`config.mk`:
```
export PLATFORM = sky130hd
export DESIGN_NAME = fsrd_ctrl
export DESIGN_NICKNAME = d
export VERILOG_FILES = /design/src/rtl/core/fsrd_pkg.sv /design/src/rtl/core/fsrd_ctrl.sv
export SDC_FILE = /design/constraint.sdc
export NUM_CORES = 1
export LEC_CHECK = 0
export BUFFER_PORTS_ARGS = -buffer_cell sky130_fd_sc_hd__buf_2
export CAP_MARGIN = 30
export CORE_MARGIN = 2
export CORE_UTILIZATION = 30
export DETAILED_ROUTE_END_ITERATION = 8
export MAX_ROUTING_LAYER = met4
export PLACE_DENSITY = 0.48
export RECOVER_POWER = 25
export REMOVE_ABC_BUFFERS = 1
export SLEW_MARGIN = 25
export SYNTH_ARGS = -nofsm -noshare
export SYNTH_HDL_FRONTEND = slang
export SYNTH_SLANG_ARGS = --single-unit
export TNS_END_PERCENT = 50
```
`constraint.sdc`:
```
create_clock -name clock -period 16.2 [get_ports clock]
set_clock_uncertainty 0.15 [all_clocks]
set_input_delay 3.24 -clock clock [delete_from_list [all_inputs] [get_ports clock]]
set_output_delay 3.24 -clock clock [all_outputs]
set_load 0.005 [all_outputs]
```
`src/rtl/core/fsrd_pkg.sv`:
```
// shared types, constants and helper functions of the flow source rate detector
package fsrd_pkg;

   localparam int MAX_FLOWS        = 16;
   localparam int SOURCES_PER_FLOW = 8;
   localparam int KEY_BITS         = 64;

   localparam int NSLOTS     = MAX_FLOWS * SOURCES_PER_FLOW;
   localparam int FLOW_IDX_W = (MAX_FLOWS > 1) ? $clog2(MAX_FLOWS) : 1;
   localparam int SRC_IDX_W  = (SOURCES_PER_FLOW > 1) ? $clog2(SOURCES_PER_FLOW) : 1;
   localparam int SLOT_IDX_W = (NSLOTS > 1) ? $clog2(NSLOTS) : 1;
   localparam int SCAN_MAX   = (MAX_FLOWS > SOURCES_PER_FLOW) ? MAX_FLOWS : SOURCES_PER_FLOW;
   localparam int SCAN_IDX_W = (SCAN_MAX > 1) ? $clog2(SCAN_MAX) : 1;
   localparam int SCAN_CNT_W = $clog2(SCAN_MAX + 1);

   localparam int FIELD_KEY_W = 64;
   localparam int ADDR_W      = 32;
   localparam int TIME_W      = 32;
   localparam int COUNT_W     = 16;
   localparam int WINDOW_W    = 16;
   localparam int SRC_THR_W   = 16;
   localparam int FLOW_THR_W  = 19;
   localparam int KIND_W      = 2;
   localparam int SUM_W       = COUNT_W + $clog2(SOURCES_PER_FLOW + 1);
   localparam int CMP_W       = (SUM_W > FLOW_THR_W) ? SUM_W : FLOW_THR_W;

   localparam int CSR_INDEX_W = 2;
   localparam int CSR_DATA_W  = 32;

   localparam logic [CSR_INDEX_W-1:0] CSR_WINDOW     = 2'd0;
   localparam logic [CSR_INDEX_W-1:0] CSR_SOURCE_THR = 2'd1;
   localparam logic [CSR_INDEX_W-1:0] CSR_FLOW_THR   = 2'd2;

   localparam logic [KIND_W-1:0] KIND_NONE   = 2'd0;
   localparam logic [KIND_W-1:0] KIND_SOURCE = 2'd1;
   localparam logic [KIND_W-1:0] KIND_FLOW   = 2'd2;

   localparam logic [WINDOW_W-1:0]   WINDOW_RESET     = 16'd10;
   localparam logic [SRC_THR_W-1:0]  SOURCE_THR_RESET = 16'd100;
   localparam logic [FLOW_THR_W-1:0] FLOW_THR_RESET   = 19'd500;

   localparam logic [COUNT_W-1:0] COUNT_MAX = '1;

   typedef struct packed {
      logic [FIELD_KEY_W-1:0] flow_key;
      logic [ADDR_W-1:0]      source_address;
      logic [TIME_W-1:0]      now_seconds;
   } in_word_type;

   typedef struct packed {
      logic [KIND_W-1:0] request_kind;
      logic [ADDR_W-1:0] request_address;
      logic              table_full;
   } out_word_type;

   typedef struct packed {
      logic [WINDOW_W-1:0]   window_seconds;
      logic [SRC_THR_W-1:0]  source_threshold;
      logic [FLOW_THR_W-1:0] flow_sum_limit;
   } cfg_type;

   typedef struct packed {
      logic [ADDR_W-1:0]  address;
      logic [COUNT_W-1:0] count;
      logic [TIME_W-1:0]  start;
   } slot_entry_type;

   typedef struct packed {
      logic                  rd_en;
      logic [FLOW_IDX_W-1:0] rd_idx;
      logic                  wr_en;
      logic [FLOW_IDX_W-1:0] wr_idx;
      logic [KEY_BITS-1:0]   wr_key;
   } flow_cmd_type;

   typedef struct packed {
      logic                used;
      logic [KEY_BITS-1:0] key;
   } flow_rd_type;

   typedef struct packed {
      logic                  rd_en;
      logic [SLOT_IDX_W-1:0] rd_idx;
      logic                  wr_en;
      logic [SLOT_IDX_W-1:0] wr_idx;
      slot_entry_type        wr_data;
      logic                  set_used;
      logic                  init_row;
      logic [FLOW_IDX_W-1:0] row;
   } slot_cmd_type;

   typedef struct packed {
      logic           used;
      slot_entry_type entry;
   } slot_rd_type;

   function automatic logic [SLOT_IDX_W-1:0] slot_index(logic [FLOW_IDX_W-1:0] flow,
                                                         logic [SRC_IDX_W-1:0] src);
      slot_index = SLOT_IDX_W'(SLOT_IDX_W'(flow) * SLOT_IDX_W'(SOURCES_PER_FLOW))
                   + SLOT_IDX_W'(src);
   endfunction

   // window over when start + window < now, no wrap
   function automatic logic expired(logic [TIME_W-1:0] start, logic [TIME_W-1:0] now,
                                    logic [WINDOW_W-1:0] window);
      expired = ({1'b0, start} + (TIME_W + 1)'(window)) < {1'b0, now};
   endfunction

endpackage

```
`src/rtl/core/fsrd_ctrl.sv`:
```
// sequencer: flow scan, source scan, slot update, new source and new flow writes, and flow sum pass
module fsrd_ctrl (
   input  logic                  clock,
   input  logic                  reset,
   input  fsrd_pkg::cfg_type      cfg,
   input  logic                  req_valid,
   output logic                  req_stall,
   input  fsrd_pkg::in_word_type  req_word,
   output logic                  res_valid,
   input  logic                  res_ready,
   output fsrd_pkg::out_word_type res_word,
   output fsrd_pkg::flow_cmd_type flow_cmd,
   input  fsrd_pkg::flow_rd_type  flow_rd,
   output fsrd_pkg::slot_cmd_type slot_cmd,
   input  fsrd_pkg::slot_rd_type  slot_rd
);
   import fsrd_pkg::*;

   typedef enum logic [7:0] {
      ST_IDLE    = 8'b0000_0001,
      ST_FSCAN   = 8'b0000_0010,
      ST_SSCAN   = 8'b0000_0100,
      ST_SUPD    = 8'b0000_1000,
      ST_NEWSRC  = 8'b0001_0000,
      ST_SUM     = 8'b0010_0000,
      ST_NEWFLOW = 8'b0100_0000,
      ST_DONE    = 8'b1000_0000
   } state_type;

   state_type             state_ff, state_in;
   logic [KEY_BITS-1:0]   key_ff, key_in;
   logic [ADDR_W-1:0]     addr_ff, addr_in;
   logic [TIME_W-1:0]     now_ff, now_in;
   logic [SCAN_CNT_W-1:0] cnt_ff, cnt_in;
   logic                  pend_ff, pend_in;
   logic [SCAN_IDX_W-1:0] pidx_ff, pidx_in;
   logic                  flow_hit_ff, flow_hit_in;
   logic [FLOW_IDX_W-1:0] flow_sel_ff, flow_sel_in;
   logic                  flow_free_ff, flow_free_in;
   logic [FLOW_IDX_W-1:0] flow_free_idx_ff, flow_free_idx_in;
   logic                  src_hit_ff, src_hit_in;
   logic [SRC_IDX_W-1:0]  src_sel_ff, src_sel_in;
   logic [COUNT_W-1:0]    src_cnt_ff, src_cnt_in;
   logic [TIME_W-1:0]     src_start_ff, src_start_in;
   logic                  src_free_ff, src_free_in;
   logic [SRC_IDX_W-1:0]  src_free_idx_ff, src_free_idx_in;
   logic [SUM_W-1:0]      sum_ff, sum_in;
   out_word_type          res_ff, res_in;
   logic [COUNT_W-1:0]    new_count;

   assign new_count = (src_cnt_ff == COUNT_MAX) ? src_cnt_ff : src_cnt_ff + COUNT_W'(1);
   assign req_stall = (state_ff != ST_IDLE);
   assign res_valid = (state_ff == ST_DONE);
   assign res_word  = res_ff;

   always_comb begin
      state_in         = state_ff;
      key_in           = key_ff;
      addr_in          = addr_ff;
      now_in           = now_ff;
      cnt_in           = cnt_ff;
      pend_in          = 1'b0;
      pidx_in          = pidx_ff;
      flow_hit_in      = flow_hit_ff;
      flow_sel_in      = flow_sel_ff;
      flow_free_in     = flow_free_ff;
      flow_free_idx_in = flow_free_idx_ff;
      src_hit_in       = src_hit_ff;
      src_sel_in       = src_sel_ff;
      src_cnt_in       = src_cnt_ff;
      src_start_in     = src_start_ff;
      src_free_in      = src_free_ff;
      src_free_idx_in  = src_free_idx_ff;
      sum_in           = sum_ff;
      res_in           = res_ff;
      flow_cmd         = '0;
      slot_cmd         = '0;

      unique case (state_ff)
         ST_IDLE: begin
            if (req_valid) begin
               key_in       = req_word.flow_key[KEY_BITS-1:0];
               addr_in      = req_word.source_address;
               now_in       = req_word.now_seconds;
               cnt_in       = '0;
               flow_hit_in  = 1'b0;
               flow_free_in = 1'b0;
               src_hit_in   = 1'b0;
               src_free_in  = 1'b0;
               sum_in       = '0;
               res_in       = '0;
               state_in     = ST_FSCAN;
            end
         end

         ST_FSCAN: begin
            if (cnt_ff < SCAN_CNT_W'(MAX_FLOWS)) begin
               flow_cmd.rd_en  = 1'b1;
               flow_cmd.rd_idx = cnt_ff[FLOW_IDX_W-1:0];
               cnt_in          = cnt_ff + SCAN_CNT_W'(1);
               pidx_in         = cnt_ff[SCAN_IDX_W-1:0];
               pend_in         = 1'b1;
            end
            if (pend_ff) begin
               if (flow_rd.used) begin
                  if (!flow_hit_ff && flow_rd.key == key_ff) begin
                     flow_hit_in = 1'b1;
                     flow_sel_in = pidx_ff[FLOW_IDX_W-1:0];
                  end
               end else if (!flow_free_ff) begin
                  flow_free_in     = 1'b1;
                  flow_free_idx_in = pidx_ff[FLOW_IDX_W-1:0];
               end
               // last read word is in
               if (cnt_ff == SCAN_CNT_W'(MAX_FLOWS)) begin
                  cnt_in = '0;
                  if (flow_hit_in) begin
                     state_in = ST_SSCAN;
                  end else if (flow_free_in) begin
                     state_in = ST_NEWFLOW;
                  end else begin
                     res_in.table_full = 1'b1;
                     state_in          = ST_DONE;
                  end
               end
            end
         end

         ST_SSCAN: begin
            if (cnt_ff < SCAN_CNT_W'(SOURCES_PER_FLOW)) begin
               slot_cmd.rd_en  = 1'b1;
               slot_cmd.rd_idx = slot_index(flow_sel_ff, cnt_ff[SRC_IDX_W-1:0]);
               cnt_in          = cnt_ff + SCAN_CNT_W'(1);
               pidx_in         = cnt_ff[SCAN_IDX_W-1:0];
               pend_in         = 1'b1;
            end
            if (pend_ff) begin
               if (slot_rd.used) begin
                  if (!src_hit_ff && slot_rd.entry.address == addr_ff) begin
                     src_hit_in   = 1'b1;
                     src_sel_in   = pidx_ff[SRC_IDX_W-1:0];
                     src_cnt_in   = slot_rd.entry.count;
                     src_start_in = slot_rd.entry.start;
                  end
               end else if (!src_free_ff) begin
                  src_free_in     = 1'b1;
                  src_free_idx_in = pidx_ff[SRC_IDX_W-1:0];
               end
               if (cnt_ff == SCAN_CNT_W'(SOURCES_PER_FLOW)) begin
                  cnt_in = '0;
                  if (src_hit_in) begin
                     state_in = ST_SUPD;
                  end else if (src_free_in) begin
                     state_in = ST_NEWSRC;
                  end else begin
                     res_in.table_full = 1'b1;
                     state_in          = ST_SUM;
                  end
               end
            end
         end

         ST_SUPD: begin
            slot_cmd.wr_en           = 1'b1;
            slot_cmd.wr_idx          = slot_index(flow_sel_ff, src_sel_ff);
            slot_cmd.wr_data.address = addr_ff;
            if (expired(src_start_ff, now_ff, cfg.window_seconds)) begin
               slot_cmd.wr_data.count = COUNT_W'(1);
               slot_cmd.wr_data.start = now_ff;
            end else begin
               slot_cmd.wr_data.count = new_count;
               slot_cmd.wr_data.start = src_start_ff;
               if (new_count > cfg.source_threshold) begin
                  res_in.request_kind    = KIND_SOURCE;
                  res_in.request_address = addr_ff;
               end
            end
            state_in = ST_DONE;
         end

         ST_NEWSRC: begin
            slot_cmd.wr_en           = 1'b1;
            slot_cmd.wr_idx          = slot_index(flow_sel_ff, src_free_idx_ff);
            slot_cmd.wr_data.address = addr_ff;
            slot_cmd.wr_data.count   = '0;
            slot_cmd.wr_data.start   = now_ff;
            slot_cmd.set_used        = 1'b1;
            cnt_in                   = '0;
            state_in                 = ST_SUM;
         end

         ST_SUM: begin
            if (cnt_ff < SCAN_CNT_W'(SOURCES_PER_FLOW)) begin
               slot_cmd.rd_en  = 1'b1;
               slot_cmd.rd_idx = slot_index(flow_sel_ff, cnt_ff[SRC_IDX_W-1:0]);
               cnt_in          = cnt_ff + SCAN_CNT_W'(1);
               pidx_in         = cnt_ff[SCAN_IDX_W-1:0];
               pend_in         = 1'b1;
            end
            if (pend_ff) begin
               if (slot_rd.used) begin
                  // expired windows restart at zero and add nothing
                  if (expired(slot_rd.entry.start, now_ff, cfg.window_seconds)) begin
                     slot_cmd.wr_en           = 1'b1;
                     slot_cmd.wr_idx          = slot_index(flow_sel_ff,
                                                           pidx_ff[SRC_IDX_W-1:0]);
                     slot_cmd.wr_data.address = slot_rd.entry.address;
                     slot_cmd.wr_data.count   = '0;
                     slot_cmd.wr_data.start   = now_ff;
                  end else begin
                     sum_in = sum_ff + SUM_W'(slot_rd.entry.count);
                  end
               end
               if (cnt_ff == SCAN_CNT_W'(SOURCES_PER_FLOW)) begin
                  if (CMP_W'(sum_in) > CMP_W'(cfg.flow_sum_limit)) begin
                     res_in.request_kind = KIND_FLOW;
                  end
                  state_in = ST_DONE;
               end
            end
         end

         ST_NEWFLOW: begin
            flow_cmd.wr_en           = 1'b1;
            flow_cmd.wr_idx          = flow_free_idx_ff;
            flow_cmd.wr_key          = key_ff;
            slot_cmd.init_row        = 1'b1;
            slot_cmd.row             = flow_free_idx_ff;
            slot_cmd.wr_en           = 1'b1;
            slot_cmd.wr_idx          = slot_index(flow_free_idx_ff, '0);
            slot_cmd.wr_data.address = addr_ff;
            slot_cmd.wr_data.count   = COUNT_W'(1);
            slot_cmd.wr_data.start   = now_ff;
            slot_cmd.set_used        = 1'b1;
            state_in                 = ST_DONE;
         end

         ST_DONE: begin
            if (res_ready) begin
               state_in = ST_IDLE;
            end
         end

         default: begin
            state_in = ST_IDLE;
         end
      endcase
   end

   always_ff @(posedge clock) begin
      if (reset) begin
         state_ff <= ST_IDLE;
         pend_ff  <= 1'b0;
      end else begin
         state_ff <= state_in;
         pend_ff  <= pend_in;
      end
   end

   always_ff @(posedge clock) begin
      key_ff           <= key_in;
      addr_ff          <= addr_in;
      now_ff           <= now_in;
      cnt_ff           <= cnt_in;
      pidx_ff          <= pidx_in;
      flow_hit_ff      <= flow_hit_in;
      flow_sel_ff      <= flow_sel_in;
      flow_free_ff     <= flow_free_in;
      flow_free_idx_ff <= flow_free_idx_in;
      src_hit_ff       <= src_hit_in;
      src_sel_ff       <= src_sel_in;
      src_cnt_ff       <= src_cnt_in;
      src_start_ff     <= src_start_in;
      src_free_ff      <= src_free_in;
      src_free_idx_ff  <= src_free_idx_in;
      sum_ff           <= sum_in;
      res_ff           <= res_in;
   end

endmodule

```
# Yosys cells after proc, flatten, opt, wreduce, memory -nomap -nowiden
# Index checks and enable logic that the tools add are counted.
# totals
ff_bits	267
output_inout_bits	213
wordCells	187
# classes
addsub	9
magnitude_cmp	6
n_eq_ne	31
muxes	87
bitwise_logic	4
reduce_logical	29
# op_table
op	count
$pmux W88 S4	1
$mux W88	3
$mux W20	6
$mux W8	13
$mux W69	1
$mux W34	2
$add A32 B16 Y33	2
$lt A33 B32 Y1	2
$eq A64 B64 Y1	1
$pmux W32 S2	1
$pmux W8 S7	1
$mux W5	10
$mux W48	1
$pmux W20 S2	1
$mux W35	1
$eq A32 B32 Y1	1
$mux W1	30
$ne A2 B2 Y1 const B	15
$add A7 B3 Y7	4
$pmux W5 S5	1
$add A20 B16 Y20	1
$gt A20 B19 Y1	1
$reduce_and A4 Y1	5
$add A16 B1 Y16 const B	1
37 further kinds	61

# Logic depth before layout (Yosys ltp)
# Gate-level depths: netlist of run 1.
# logic_depth
depth_word	11
ltp_mapped	31
mapped_depth_nobuf	30

# Worst setup path before layout of run 1
# OpenSTA, ideal clock, no wires.
# synth_timing
path_kind	input to output
from	input cfg[36] (netlist name)
to	output slot_cmd[10] (netlist name)
t_arrival_ps	7341
required_ps	12810
path_slack_ps	5469
stages	21
n_path_buf	1
path_cell_list	ha_1 > a211oi_1 > o21bai_1 > a2111o_1 > a311oi_1 > nor3_1 > a221o_1 > nand2_1 > nor2_1 > xor2_1 > ha_1 > a21o_1 > a211oi_1 > a21oi_1 > nor2_1 > o21ai_0 > o21a_1 > nor4_1 > a211o_1 > buf_2 > a22o_1
# synth_lines
element	line_no	rtl
from (decl)	fsrd_ctrl.sv:5	input fsrd_pkg::cfg_type cfg,
to (decl)	fsrd_ctrl.sv:14	output fsrd_pkg::slot_cmd_type slot_cmd,

==> results of run 1 <==
==> sequential cells by signal (all words and copies together) (netlist names) <==
| name | count |
|---|---|
| src_sel_ff | 3 |
| addr_ff | 32 |
| src_cnt_ff | 16 |
| sum_ff | 20 |
| src_start_ff | 32 |
| key_ff | 64 |
| flow_hit_ff | 1 |
| now_ff | 32 |
| state_ff | 8 |
| src_free_ff | 1 |
| res_word | 35 |
| src_hit_ff | 1 |
| pend_ff | 1 |
| flow_sel_ff | 4 |
| flow_free_ff | 1 |
| flow_free_idx_ff | 4 |
| pidx_ff | 4 |
| src_free_idx_ff | 3 |
| cnt_ff | 5 |
==> metrics by stage <==
step,worst slack (ns),cell area [µm²],power (mW),cells
3_3_place_gp,4.10,20700,1.31,2848
5_1_grt,3.69,22000,2.21,2927
2_1_floorplan,2.65,17000,1.14,1542
3_5_place_dp,4.04,20800,1.32,2850
4_1_cts,4.00,21900,2.14,2912
6_report,4.04,22000,2.11,2931
==> worst max-delay path, stage by stage <==
cell and delay, ns:
sky130_fd_sc_hd__buf_2 0.14, sky130_fd_sc_hd__ha_1 0.32, sky130_fd_sc_hd__a211oi_1 0.23, sky130_fd_sc_hd__o21bai_1 0.15
sky130_fd_sc_hd__a2111o_1 0.47, sky130_fd_sc_hd__a311oi_1 0.29, sky130_fd_sc_hd__nor3_1 0.15, sky130_fd_sc_hd__a221o_1 0.45
sky130_fd_sc_hd__nand2_1 0.14, sky130_fd_sc_hd__nor2_1 0.06, sky130_fd_sc_hd__xor2_1 0.14, sky130_fd_sc_hd__ha_1 0.31
sky130_fd_sc_hd__a21o_1 0.19, sky130_fd_sc_hd__a211oi_1 0.24, sky130_fd_sc_hd__a21oi_1 0.10, sky130_fd_sc_hd__nor2_1 0.11
sky130_fd_sc_hd__o21ai_0 0.19, sky130_fd_sc_hd__o21a_1 0.27, sky130_fd_sc_hd__nor4_2 0.25, sky130_fd_sc_hd__buf_4 0.44
sky130_fd_sc_hd__a211o_1 0.16, sky130_fd_sc_hd__buf_4 0.38, sky130_fd_sc_hd__a22o_1 0.21, sky130_fd_sc_hd__buf_2 0.12
==> cell usage in the layout (no fill, tap or decap), types with 10 or more instances in the layout <==
master	n
sky130_fd_sc_hd__a211oi_1	15
sky130_fd_sc_hd__a21o_1	33
sky130_fd_sc_hd__a21oi_1	67
sky130_fd_sc_hd__a22o_1	67
sky130_fd_sc_hd__and2_0	21
sky130_fd_sc_hd__and2_1	125
sky130_fd_sc_hd__and3_1	23
sky130_fd_sc_hd__buf_2	534
sky130_fd_sc_hd__clkbuf_1	16
sky130_fd_sc_hd__clkbuf_16	37
sky130_fd_sc_hd__diode_2	19
sky130_fd_sc_hd__edfxtp_1	258
sky130_fd_sc_hd__ha_1	151
sky130_fd_sc_hd__inv_1	109
sky130_fd_sc_hd__mux2_1	15
sky130_fd_sc_hd__nand2_1	74
sky130_fd_sc_hd__nand3_1	40
sky130_fd_sc_hd__nand4_1	44
sky130_fd_sc_hd__nor2_1	64
sky130_fd_sc_hd__nor2b_1	24
sky130_fd_sc_hd__nor3_1	31
sky130_fd_sc_hd__nor4_1	17
sky130_fd_sc_hd__o21a_1	13
sky130_fd_sc_hd__o21ai_0	36
sky130_fd_sc_hd__o21ai_1	15
sky130_fd_sc_hd__o21bai_1	10
sky130_fd_sc_hd__xnor2_1	123
sky130_fd_sc_hd__xor2_1	36
==> final cells by class <==
type / instances / area share [%]
multi-input combinational: 1165 / 39.5
sequential: 267 / 36.1
antenna: 19 / 0.216
clock inverter: 14 / 0.786
inverter: 110 / 1.90
timing repair buffer: 552 / 12.7
clock buffer: 48 / 4.58
tap: 756 / 4.31
==> power by group <==
| part | internal, mW | total (mW) | switching (mW) |
|---|---|---|---|
| registers | 0.846 | 0.890 | 0.0441 |
| clock network | 0.487 | 0.812 | 0.325 |
| logic | 0.170 | 0.411 | 0.242 |
| total | 1.50 | 2.11 | 0.610 |
==> logic make-up (layout without fill, tap and decap cells) <==
group,after synthesis,count (layout),synth area share [%]
simple gates,506,506,16.1
compound gates,329,329,13.6
flops,267,267,46.0
xor+xnor,159,159,8.09
buf+inv,159,724,3.71
fa+ha+maj,154,154,11.3
mux,17,17,1.10
other cells,0,19,0
==> path summary, 6_finish.rpt <==
path | startpoint | slack [ns] | end
worst max-delay path | cfg[36] | 4.04 | slot_cmd[32]
worst min-delay path | pidx_ff[3]$_DFFE_PP_ | 0.32 | flow_sel_ff[3]$_DFFE_PP_
worst max register to register | src_start_ff[7]$_DFFE_PP_ | 10.59 | res_word[9]$_SDFFCE_PN0P_
worst min register to register | pidx_ff[3]$_DFFE_PP_ | 0.32 | flow_sel_ff[3]$_DFFE_PP_
==> per-layer routing <==
metal	wire [µm]	part of all wire (%)	vias to the layer above	track usage, %
met1	25700	41	6959	25.2
li1	-	-	6977	-
met5	0	0	-	-
met2	31500	50	486	36.2
met4	1150	1.8	0	5.61
met3	4530	7.2	63	4.86
==> run metrics, run 1 <==
crit path kind in2out; instance count of the mapped netlist 1591; routed vias 14.5k; Fmax achieved 82.2 MHz; type of the most critical hold path reg2reg; number of global-route vias before repair 14.9k; mean instance size in the synthesized netlist 10.8 µm²; worst-case clock buffer depth 3; result of the run finished with violations; Seq/Total Area, Yosys 46.0%; clock-pin slew reported for the worst setup and hold paths after clock tree synthesis 0.06 ns; Resized cells post-CTS 0; flip-flop and latch area 0.00793 mm²; portion of the clock cycle consumed by the worst path in the final layout 75.1%; EDFF count, synth 258; number of antenna violations at the first check in global routing 20; number of setup violations in the final report 0; slew of the pin with the lowest slew margin 2.01 ns; arrival time at the worst endpoint 8.77 ns; async set-or-reset flop fraction in the synthesized netlist 0%; row cnt 87; critical path data required time 12.81 ns; Die Y 244 µm; largest area contributor in the synthesized netlist sky130_fd_sc_hd__edfxtp_1; endpoint kind of the worst setup timing path output pin; die area 0.0593 mm²; remaining antenna violation count 0; net total in the final layout 2615; PD cells 96.2 mW/mm²; WHS Path Cells 0; logic depth of the worst register-to-register path 20; leading register cell type out of synthesis sky130_fd_sc_hd__edfxtp_1; number of buffers created by CTS 36; footprint of the multi-input gates 0.00867 mm²; worst ir drop on vdd 0.0000805 V; number of storage elements in the synthesis netlist 267; count of clock tree sinks 267; synth top area cells sky130_fd_sc_hd__edfxtp_1 (45%), sky130_fd_sc_hd__ha_1 (11%), sky130_fd_sc_hd__xnor2_1 (6.3%); H-tree depth 2; CTS tree done; DR vias/cell 4.94; setup bufs post-CTS 0; Global Route Usage Sum 21.3%; failing checks capacitance limit, slew limit; total negative slack for setup checks 0 ns; Leakage 9.83 nW; gp weighted congestion 0.890; detail-routed net length per standard cell 21.5 µm; DR pass1 iterations 5; DRC viols 0; Filler Cells Inserted 5735; total I/O pin count 542; kind of launch point of the worst setup path primary input; total wire length 62900 µm; x dimension of the die 244 µm; first-pass GRT wire length 92200 µm; Max-slew headroom -33.8%; HPWL Detailed 51100 µm; Cell variety after synth 72; sum of overflow across all layers after global routing 0; proportion of netlist area held by the largest area contributor 45.0%; yosys warns 0; layout cell share with drive strength beyond 1 28.3%; maximum net fanout on the critical path 38; commonest cells in the synthesized netlist sky130_fd_sc_hd__edfxtp_1 (258), sky130_fd_sc_hd__ha_1 (151), sky130_fd_sc_hd__and2_1 (146); P&R area growth vs syn 27.6%; most used standard cell by instance count after synthesis sky130_fd_sc_hd__edfxtp_1; worst slack on hold paths 0.316 ns; post-synthesis cell area 0.0172 mm²; placeable core region 0.0566 mm²; Root Driver sky130_fd_sc_hd__clkbuf_16; DRC marker count from the first detailed-route iteration 726; worst-skew pair later-pin latency 0.57 ns; largest net degree at the start of global routing 75; setup repair after global routing missed its margin false; Final min period 12.16 ns; max-cap violations 1; I/O Buffers 541; final design utilization 38.8%; effective utilization at floorplan 30.4%; final count of pins violating max slew 46; final count of hold timing violations 0; CTS Hold Buffers Added 0
No activity file was read; power rests on OpenSTA's default activity.
==> run 2, diff against run 1 <==
Settings changed: PLACE_DENSITY 0.48 to 0.5.
Clock period 16.2 ns to 11 ns, I/O delays scaled along.
==> run 2 against run 1 <==
First-iteration DRC count down 6.6%. Via count is 1.4% higher. Critical path depth fell by 1. Largest cell class unchanged. Final cell count decreased by 0.24%. The run still ends with capacitance limit, slew limit left. Setup slack worse by 2.8 ns. Power is 43% higher. Final area down 0.63%.
==> run metrics, run 2 (synthesized netlist as in run 1, its figures left out) <==
Resized cells post-CTS 0 (unchanged); # placed instances 2849 (-0.035%); Root Driver sky130_fd_sc_hd__clkbuf_16; layout cell share with drive strength beyond 1 27.6% (-0.65 points); kind of launch point of the worst setup path primary input; Reg with most FFs key_ff; Final min period 9.79 ns; top library cells by usage in the layout, fill and taps aside sky130_fd_sc_hd__buf_2 (515), sky130_fd_sc_hd__edfxtp_1 (258), sky130_fd_sc_hd__ha_1 (151), sky130_fd_sc_hd__and2_1 (144), sky130_fd_sc_hd__xnor2_1 (123); worst ir drop on vdd 0.000116 V (+44%); H-tree depth 2 (unchanged); flip-flop count of the largest register, all copies and words added 64 (unchanged); largest net degree at the start of global routing 76 (+1.3%); count of clock tree sinks 267 (unchanged); number of setup violations in the final report 0 (unchanged); CTS Hold Buffers Added 0 (unchanged); slowest stage delay, CP 0.48 ns (about the same); slowest CP cell sky130_fd_sc_hd__a2111o_1; Global Route Usage Sum 20.8% (-0.42 points); DR vias/cell 5.02 (+1.6%); placeable core region 0.0566 mm² (unchanged); I/O Buffers 541 (unchanged); arrival time at the worst endpoint 7.44 ns (-1.33 ns); P&R area growth vs syn 26.8%; number of antenna violations at the first check in global routing 11 (-45%); CTS tree done; DRC viols 0 (unchanged); number of buffers created by CTS 35 (-2.8%); detail-routed net length per standard cell 21.3 µm (-0.88%); crit path kind in2out; gp weighted congestion 0.898 (+0.92%); ordered list of cells on the worst path buf_2 -> ha_1 -> a211oi_1 -> o21bai_1 -> a2111o_1 -> a311oi_1 -> nor3_1 -> a221o_1 -> nand2_1 -> nor2_1 -> xor2_1 -> ha_1 -> a21o_1 -> a211oi_1 -> a21oi_1 -> nor2_1 -> o21ai_0 -> o21a_1 -> nor4_2 -> buf_4 -> or3_4 -> a21o_1 -> buf_2; portion of the clock cycle consumed by the worst path in the final layout 89.0%; sum of overflow across all layers after global routing 0 (unchanged); DRC marker count from the first detailed-route iteration 678 (-6.6%); buffer and inverter count on the worst path 3 (-1); clock power share 36.5% (-1.9 points); effective utilization at floorplan 30.4% (unchanged); proportion of power drawn by combinational gates 20.0% (+0.5 points); Fmax achieved 102 MHz; routed vias 14.7k (+1.4%); first-pass GRT wire length 91200 µm (-1.2%); Die Y 244 µm (unchanged); total I/O pin count 542 (unchanged); critical path data required time 8.65 ns (-4.16 ns); HPWL Detailed 50000 µm (-2.2%); category of cells accounting for the largest share of critical-path delay compound AO/OA/AOI/OAI gates; fraction of power spent switching nets 30.1% (+1.2 points); Internal Dissipation 2.11 mW (+41%); endpoint kind of the worst setup timing path output pin; most common cell after layout, fill and taps aside sky130_fd_sc_hd__buf_2; number of global-route vias before repair 15.2k (+1.5%); slew of the pin with the lowest slew margin 1.94 ns (-0.0648 ns); power spent charging and discharging nets 0.909 mW (+49%); max-cap violations 1 (unchanged); worst-case clock buffer depth 3 (unchanged); result of the run finished with violations; Max-slew headroom -29.5% (+4.3 points); setup repair after global routing missed its margin false; die area 0.0593 mm² (unchanged); final design utilization 38.6% (-0.25 points); clock-pin slew reported for the worst setup and hold paths after clock tree synthesis 0.06 ns (about the same); total wire length 62200 µm (-1.1%); sequential share of power 43.5% (+1.4 points); failing checks capacitance limit, slew limit; remaining antenna violation count 0 (unchanged); type of the most critical hold path reg2reg; PD cells 138 mW/mm² (+44%); Leakage 9.75 nW (-0.82%); Final Instance Count excl. Fillers 2924 (-0.24%); row cnt 87 (unchanged); final count of pins violating max slew 46 (unchanged); final count of hold timing violations 0 (unchanged); maximum net fanout on the critical path 37 (-2.6%); setup bufs post-CTS 0 (unchanged); worst-skew pair later-pin latency 0.56 ns (about the same); net total in the final layout 2614 (-0.038%); DR pass1 iterations 7 (+2); x dimension of the die 244 µm (unchanged)
## run 2: final cells by class
cell class              instances  area, µm²
fillers                      5750      34800
multi-input cells            1165       8670
flip-flops and latches        267       7930
repair buffers                552       2760
well taps                     756        946
clock buffers                  41        898
inverters                     110        418
clock inverters                21        180
diodes                         12       30.0
## run 2: worst reg2reg max path: cells and delay by family, from the launching register on
| kind | cells | cell delay [ns] |
|---|---|---|
| AND/OR/NAND/NOR | 8 | 1.57 |
| AO/OA/AOI/OAI | 8 | 2.04 |
| XOR/XNOR | 1 | 0.09 |
| buffers and inverters | 1 | 0.39 |
| flip-flops | 1 | 0.45 |
| adder cells (fa/ha/maj) | 2 | 0.60 |
## run 2: worst paths after layout
check,from,end,slack [ns],depth (start not counted)
setup / recovery,cfg[36],slot_cmd[89],1.21,23
hold / removal,pidx_ff[3]$_DFFE_PP_,flow_sel_ff[3]$_DFFE_PP_,0.31,0
setup reg to reg,src_start_ff[1]$_DFFE_PP_,res_word[16]$_SDFFCE_PN0P_,5.33,20
hold reg to reg,pidx_ff[3]$_DFFE_PP_,flow_sel_ff[3]$_DFFE_PP_,0.31,0
## run 2: stage by stage
stage / instance area, µm² / TNS, ns / hold slack, ns / total power, mW / setup slack [ns]
finish: 21800 / 0 / 0.307 / 3.02 / 1.21
global placement: 20700 / 0 / 0.297 / 1.93 / 1.34
CTS: 21800 / 0 / 0.311 / 3.07 / 1.27
global route: 21800 / 0 / 0.315 / 3.18 / 0.834
detailed placement: 20700 / 0 / 0.307 / 1.94 / 1.30
floorplan: 17000 / -15.23 / 0.271 / 1.68 / -0.465
## run 2: power groups by stage
| stage | clock network [mW] | registers (mW) | logic, mW |
|---|---|---|---|
| after floorplan | 0 | 1.32 | 0.359 |
| after global placement | 0 | 1.33 | 0.600 |
| after detailed placement | 0 | 1.33 | 0.607 |
| after CTS | 1.14 | 1.32 | 0.610 |
| after global routing | 1.17 | 1.33 | 0.677 |
| final | 1.10 | 1.31 | 0.603 |
## run 2: routing by layer
layer | vias up | part of all wire, % | GRT usage [%]
li1 | 6990 | - | -
met3 | 78 | 6.4 | 4.79
met5 | - | 0 | -
met1 | 7127 | 42 | 25.0
met2 | 486 | 49 | 35.3
met4 | 0 | 2.2 | 5.18
